--- config.mk ---
export PLATFORM = sky130hd
export DESIGN_NAME = smpr_vec
export DESIGN_NICKNAME = d
export VERILOG_FILES = /design/src/hw/rtl/smpr_pkg.sv /design/src/hw/rtl/smpr_vec.sv
export SDC_FILE = /design/constraint.sdc
export NUM_CORES = 2
export LEC_CHECK = 0
export ABC_AREA = 0
export BUFFER_PORTS_ARGS = -buffer_cell sky130_fd_sc_hd__buf_2
export CAP_MARGIN = 20
export CORE_MARGIN = 1.5
export CORE_UTILIZATION = 65
export CTS_CLUSTER_SIZE = 8
export DETAILED_ROUTE_END_ITERATION = 6
export PLACE_DENSITY = 0.82
export SLEW_MARGIN = 20
export SYNTH_ARGS = -nofsm -noshare
export SYNTH_HDL_FRONTEND = slang
export SYNTH_SLANG_ARGS = --single-unit
--- constraint.sdc ---
create_clock -name clk -period 73.9 [get_ports clk]
set_input_delay 14.78 -clock clk [delete_from_list [all_inputs] [get_ports clk]]
set_output_delay 14.78 -clock clk [all_outputs]
set_load 0.02 [all_outputs]
--- src/hw/rtl/smpr_pkg.sv ---
// ----------------------------------------------------------------------------
// smpr_pkg: shared types, constants and tables
// Angle table, erf table built at elaboration, stage records and the
// Q1.15 output formatting used by the phase rescale pipeline.
// ----------------------------------------------------------------------------
`default_nettype none
package smpr_pkg;

  localparam int ANGLE_STAGES     = 16;
  localparam int MAX_STAGES       = 24;
  localparam int NSTG             = (ANGLE_STAGES < MAX_STAGES) ? ANGLE_STAGES : MAX_STAGES;
  localparam int GAIN_TABLE_DEPTH = 256;
  localparam int IDX_W            = $clog2(GAIN_TABLE_DEPTH);
  localparam int GRID_STEPS       = 4096;

  localparam longint unsigned Q30_ONE          = 64'd1073741824;
  localparam longint unsigned EXP_STEP1        = 64'd1073740800;
  localparam longint unsigned EXP_STEP2        = 64'd1073739776;
  localparam longint unsigned TWO_OVER_ROOT_PI = 64'd1211587905;

  localparam logic signed [33:0] ANG_PI      = 34'sd2147483648;
  localparam logic signed [33:0] ANG_HALF_PI = 34'sd1073741824;
  localparam logic signed [32:0] CORDIC_INV_GAIN = 33'sd652032874;

  localparam logic [1:0] REG_MASK_CENTER    = 2'd0;
  localparam logic [1:0] REG_MASK_STEEPNESS = 2'd1;

  localparam logic [31:0] ATAN_ANGLES [MAX_STAGES] = '{
    32'd536870912, 32'd316933406, 32'd167458907, 32'd85004756, 32'd42667331,
    32'd21354465, 32'd10679838, 32'd5340245, 32'd2670163, 32'd1335087,
    32'd667544, 32'd333772, 32'd166886, 32'd83443, 32'd41722, 32'd20861,
    32'd10430, 32'd5215, 32'd2608, 32'd1304, 32'd652, 32'd326, 32'd163, 32'd81
  };

  typedef logic [16:0] erf_arr_t [GAIN_TABLE_DEPTH];

  // Trapezoid integration of exp(-t^2) on a 2^-10 grid, sampled per entry.
  function automatic erf_arr_t build_erf();
    erf_arr_t t;
    longint unsigned g, q, s2, gn, e;
    int i, j;
    g  = Q30_ONE;
    q  = EXP_STEP1;
    s2 = 0;
    i  = 0;
    for (j = 0; j <= GRID_STEPS; j++) begin
      while (i < GAIN_TABLE_DEPTH &&
             ((longint'(GRID_STEPS) * i + GAIN_TABLE_DEPTH / 2) / GAIN_TABLE_DEPTH) == j) begin
        e = ((s2 >> 11) * TWO_OVER_ROOT_PI + (64'd1 << 43)) >> 44;
        t[i] = (e > 64'd65536) ? 17'd65536 : e[16:0];
        i++;
      end
      if (j < GRID_STEPS) begin
        gn = (g * q) >> 30;
        s2 = s2 + g + gn;
        g  = gn;
        q  = (q * EXP_STEP2) >> 30;
      end
    end
    return t;
  endfunction

  localparam erf_arr_t ERF_TABLE = build_erf();

  typedef struct packed {
    logic               v;
    logic               spec;
    logic               negre;
    logic signed [27:0] x;
    logic signed [27:0] y;
    logic signed [33:0] z;
    logic [16:0]        gain;
  } vec_t;

  typedef struct packed {
    logic               v;
    logic               neg;
    logic signed [32:0] x;
    logic signed [32:0] y;
    logic signed [32:0] z;
  } rot_t;

  function automatic logic [15:0] to_q15(logic signed [32:0] v, logic neg);
    logic signed [33:0] r;
    r = (34'(v) + 34'sd16384) >>> 15;
    if (neg) r = -r;
    if (r > 34'sd32767) r = 34'sd32767;
    if (r < -34'sd32768) r = -34'sd32768;
    return r[15:0];
  endfunction

endpackage
`default_nettype wire

--- src/hw/rtl/smpr_vec.sv ---
// ----------------------------------------------------------------------------
// smpr_vec: phase recovery
// Vectoring CORDIC, one micro-rotation per register stage.
// ----------------------------------------------------------------------------
`default_nettype none
module smpr_vec import smpr_pkg::*; (
  input  wire logic        clk,
  input  wire logic        rst,
  input  wire logic        en,
  input  wire logic        in_v,
  input  wire logic [15:0] re,
  input  wire logic [15:0] im,
  input  wire logic [16:0] gain_in,
  output vec_t             out
);

  vec_t s0, s0_next;
  vec_t st [NSTG];

  always_comb begin
    s0_next       = '0;
    s0_next.v     = in_v;
    s0_next.spec  = (im == 16'd0);
    s0_next.negre = re[15];
    if (re[15]) begin
      s0_next.x = -$signed({{4{re[15]}}, re, 8'd0});
      s0_next.y = -$signed({{4{im[15]}}, im, 8'd0});
      s0_next.z = ($signed(im) > 16'sd0) ? ANG_PI : -ANG_PI;
    end else begin
      s0_next.x = $signed({{4{re[15]}}, re, 8'd0});
      s0_next.y = $signed({{4{im[15]}}, im, 8'd0});
      s0_next.z = '0;
    end
  end

  always_ff @(posedge clk) begin
    if (rst) begin
      s0.v <= 1'b0;
    end else if (en) begin
      s0 <= s0_next;
    end
  end

  for (genvar i = 0; i < NSTG; i++) begin : g_stage
    vec_t p, n;
    assign p = (i == 0) ? s0 : st[(i == 0) ? 0 : i - 1];
    always_comb begin
      n = p;
      if (i == 1) n.gain = gain_in;
      if (p.y > 28'sd0) begin
        n.x = p.x + (p.y >>> i);
        n.y = p.y - (p.x >>> i);
        n.z = p.z + $signed({2'b00, ATAN_ANGLES[i]});
      end else begin
        n.x = p.x - (p.y >>> i);
        n.y = p.y + (p.x >>> i);
        n.z = p.z - $signed({2'b00, ATAN_ANGLES[i]});
      end
    end
    always_ff @(posedge clk) begin
      if (rst) begin
        st[i].v <= 1'b0;
      end else if (en) begin
        st[i] <= n;
      end
    end
  end

  assign out = st[NSTG-1];

endmodule
`default_nettype wire

Word-level counts from Yosys, hierarchy flattened
Memory sizes are Yosys's and may differ from the RTL's.
Index checks and enable logic that the tools add are counted.
{ "totals": {"ff_bits": 93, "latch_bits": 0, "ram_bits": 1760, "romBits": 0, "inputBits": 53, "out_inout_bits": 110, "word_cells": 181, "memories": 1} }
{ "mem_list": {"columns": ["name", "depth", "word_bits", "read_ports", "rd_clocked_by_memory_dff", "write_ports", "line_no", "rtl"], "rows": [
  ["st", 16, 110, 16, 0, 16, "smpr_vec.sv:18", "vec_t st [NSTG];"]
]} }
{ "op_classes": {"add_sub_neg": 97, "mul": 0, "div_mod_pow": 0, "n_lt_le_gt_ge": 17, "eq_ne": 0, "n_shift": 0, "n_mux": 39, "n_bitwise": 17, "n_reduce_logical": 2} }
{ "ops": {"columns": ["op", "count"], "rows": [
  ["$mux W90", 16],
  ["$gt A28 B1 Y1 const B", 16],
  ["$mux W85", 1],
  ["$add A28 B13 Y28", 2],
  ["$add A28 B14 Y28", 2],
  ["$add A28 B15 Y28", 2],
  ["$add A28 B16 Y28", 2],
  ["$add A28 B17 Y28", 2],
  ["$add A28 B18 Y28", 2],
  ["$add A28 B19 Y28", 2],
  ["$add A28 B20 Y28", 2],
  ["$add A28 B21 Y28", 2],
  ["$add A28 B22 Y28", 2],
  ["$add A28 B23 Y28", 2],
  ["$add A28 B24 Y28", 2],
  ["$add A28 B25 Y28", 2],
  ["$add A28 B26 Y28", 2],
  ["$add A28 B27 Y28", 2],
  ["$neg A24 Y28", 2],
  ["$sub A28 B13 Y28", 2],
  ["$sub A28 B14 Y28", 2],
  ["$sub A28 B15 Y28", 2],
  ["$sub A28 B16 Y28", 2],
  ["$sub A28 B17 Y28", 2],
  ["other kinds (51)", 97]
]} }

Longest topological paths before layout
{ "logic_depth": {"ltp_word": 4, "ltp_mapped": 25, "depth_no_buf": 23} }

Worst setup path after synthesis
OpenSTA, ideal clock, no wires.
{ "synth_timing": {"path_kind": "input to register", "from": "in en", "to": "mem st[0][109] in the netlist's numbering, data pin", "setup_time_ns": 0.378, "t_arrival_ns": 62.214, "t_required_ns": 73.522, "setup_slack_ns": 11.309, "cell_stages": 3, "path_buffers": 1, "path_cell_list": "nor2b_1 > clkbuf_1 > and2_1"} }
{ "synth_lines": {"columns": ["item", "line_no", "rtl"], "rows": [
  ["start: declaration", "smpr_vec.sv:9", "input wire logic en,"],
  ["end: declaration", "smpr_vec.sv:18", null]
]} }

==> metrics.txt <==
worst slew pin tran=~1100 ps; initial antenna violation count=6; Post-DP HPWL=roughly 220,000 um; unrepaired setup endpoints after global routing=no; fin area=131,000 um^2; Post-Place Cell Area=125,000 um^2; Port Buffer Count=around 160; area delta synth->final=8.38%; Worst Setup End Kind=flop; die area=189,000 um^2; width of the die=434 um; most frequent cell after synthesis=edfxtp_1; Final Util=a little over two thirds; sw frac=43.1%; layout cells sized above 1=5.05%; CTS max path bufs=3; routed vias=92.5k; synth cell count leaders=edfxtp_1, ha_1, xnor2_1, a21oi_1, nor2_1; Critical Path Fanout Max=about 140; Warnings, synthesis=0; main flop type after synthesis=edfxtp_1; MaxCap Viol Count=0; DRT antenna net count=0; ys async rst share=0%; CTS H-Tree Depth=4; first-pass GRT wire length=468,000 um; drt total wl=a little under 300,000 um; period utilization=27.5%; CTS Buf Count=approximately 230; Comb power frac=56.7%; Avg Cell Area, Syn=10.3 um^2; Starting Density=65.3%; nets@finish=13.4k; Die H=about 430 um; Worst Setup Slack post-DPL=52,670 ps; Arr. time, crit path=20,850 ps; WP data required=between 70,000 and 80,000 ps; PostCTS Resize Cnt=0; area share of the largest cell type after synthesis=41.4%; Detailed Routing Iterations Pass 1=7; top cells by area, synth=edfxtp_1, ha_1, xnor2_1; clock sinks=1,668; row count=158; Slew headroom=23.2%; Worst Hold Path Cells=0; largest net degree at the start of global routing=201; wire per inst=a little over 20 um; GP Congestion=0.978; CTS root buffer=clkbuf_16; Vias/cell=6.34; Synth Cell Area=121,000 um^2; Hold-fix buffers, CTS=0; GR Util All Layers=a little under a third; Pint=3.63 mW; Min-Delay Path Class=reg -> reg; area leader, netlist=edfxtp_1; worst-skew pair later-pin latency=about 890 ps; post-CTS setup buffer count=0; Final WS setup=between 50,000 and 60,000 ps; Fin. Hold Viols=0; total congestion overflow=0; Setup CP Type=in -> reg; clock share of power=between 10% and 20%; R2R cell count=21; FF+latch count, synth=1,668; min Tclk post-route=20,360 ps; maximum vdd drop=0.0323 mV; failing checks=design-rule violations; fin. max-slew vios=0; Fin Setup TNS=0 ps; CP Launch Type=input port; switching pwr=2.75 mW; ANT cells=0; Clock Skew=around 63 ps; status=complete, but fails checks; Flop pwr share=28.7%; maximum clock frequency=49.1 MHz; sequential area share after synthesis=41.4%; I/O pin cnt=163; clock-pin slew on the worst setup and hold paths=50 ps; vias in the first global route=89.4k; Core Area=~190,000 um^2; TritonCTS clock tree=built; Setup-failing EPs final=0; pwr dens=48.6 nW/um^2; Syn Inst Count=11.8k; DRC errors left=1; Leak Pwr=52.6 nW; Synth cell types=97; Iter 0 DRT Violations=7,242; Post-synth EDFFs=1,667
==> stage by stage <==
stage / hold WS (ps) / total power [mW] / std cells
4_1_cts: 381 / 6.34 / 14600
5_1_grt: 386 / 6.80 / 14600
3_3_place_gp: 400 / 5.26 / 14300
6_report: 385 / 6.37 / 14600
2_1_floorplan: 400 / 4.50 / 11800
3_5_place_dp: 405 / 5.35 / 14300
==> path summary, 6_finish.rpt <==
check                                       endpoint            startpoint  slack [ps]
worst max-delay path            st[0][370]$_DFFE_PP_                    en       53540
worst min register to register  st[0][443]$_DFFE_PP_  st[0][333]$_DFFE_PP_         390
worst min-delay path            st[0][443]$_DFFE_PP_  st[0][333]$_DFFE_PP_         390
worst max register to register  st[1][214]$_DFFE_PP_   st[1][66]$_DFFE_PP_       66230
==> metal layers <==
| layer | GRT usage, % | share of wire [%] | up-vias |
|---|---|---|---|
| met5 | 0 | 0.0085 | - |
| met4 | 13.1 | 4.2 | 4 |
| met3 | 4.89 | 6.3 | 739 |
| met2 | 52.5 | 48 | 3123 |
| met1 | 38.6 | 41 | 44100 |
| li1 | - | - | 44500 |
==> worst max-delay path, stage by stage <==
cell and delay (ps):
buf_2 120, nor2b_4 130, buf_4 680, buf_4 830, buf_4 710, buf_4 870, buf_4 830, buf_12 540
buf_4 800
==> registers in the layout (all words and copies together) (netlist names) <==
register	count
st	1623
g_stage.p	42
g_stage.n	3
==> kinds of logic after synthesis <==
family                     after synthesis  synth area share, %
other                                    1              0.00310
and+or+nand+nor                       3037                 12.3
buffers and inverters                  623                 1.94
AOI/OAI and AO/OA                     3434                 18.2
adders and majority gates             1328                 14.0
muxes                                   40                0.356
xor gates and xnor gates              1634                 11.8
DFF                                   1668                 41.4
==> layout by cell type, fill, tap and decap left out, types with 35 or more instances in the layout <==
cell type  Yosys  routed
buf_2          2     161
o21ai_0      663     663
nor2b_1      189     185
a31oi_1      101      97
o21bai_1     169     169
nand2b_1     216     216
xor2_1       483     483
o41ai_1       89      89
nor4_1        97      95
xnor2_1     1151    1151
nand4_1       77      77
a21o_1       537     537
or3_1         90      90
edfxtp_1    1667    1667
ha_1        1286    1286
nand3_1      200     200
a211oi_1     101     101
inv_1        454     453
nor2_1       942     937
or2_2         51      51
and3_1        71      71
fa_1          42      42
nor3_1       268     267
and2_1        77      77
o31ai_1      144     144
a21oi_1     1060    1058
o21a_1       179     179
or4_1         55      55
nand2_1      612     612
a21boi_0      35      35
clkbuf_16      0     229
buf_4          1      51
==> cell type report <==
| cell class | instances | area (um^2) |
|---|---|---|
| Clock inverter | 22 | 388 |
| Inverter | 465 | 1750 |
| Timing Repair Buffer | 216 | 1270 |
| Sequential cell | 1668 | 50100 |
| Multi-Input combinational cell | 9478 | 68600 |
| Fill cell | 13600 | 54000 |
| Clock buffer | 259 | 5840 |
| Tap cell | 2480 | 3100 |
==> power groups by stage <==
stage                     Combinational (mW)  Clock (mW)  Sequential, mW
after floorplan                         2.69           0            1.81
after global placement                  3.43           0            1.83
after detailed placement                3.52           0            1.83
after CTS                               3.56       0.955            1.82
after global routing                    3.96       0.991            1.85
final                                   3.61       0.936            1.83
Note: power is estimated with default switching activity, not from simulation.
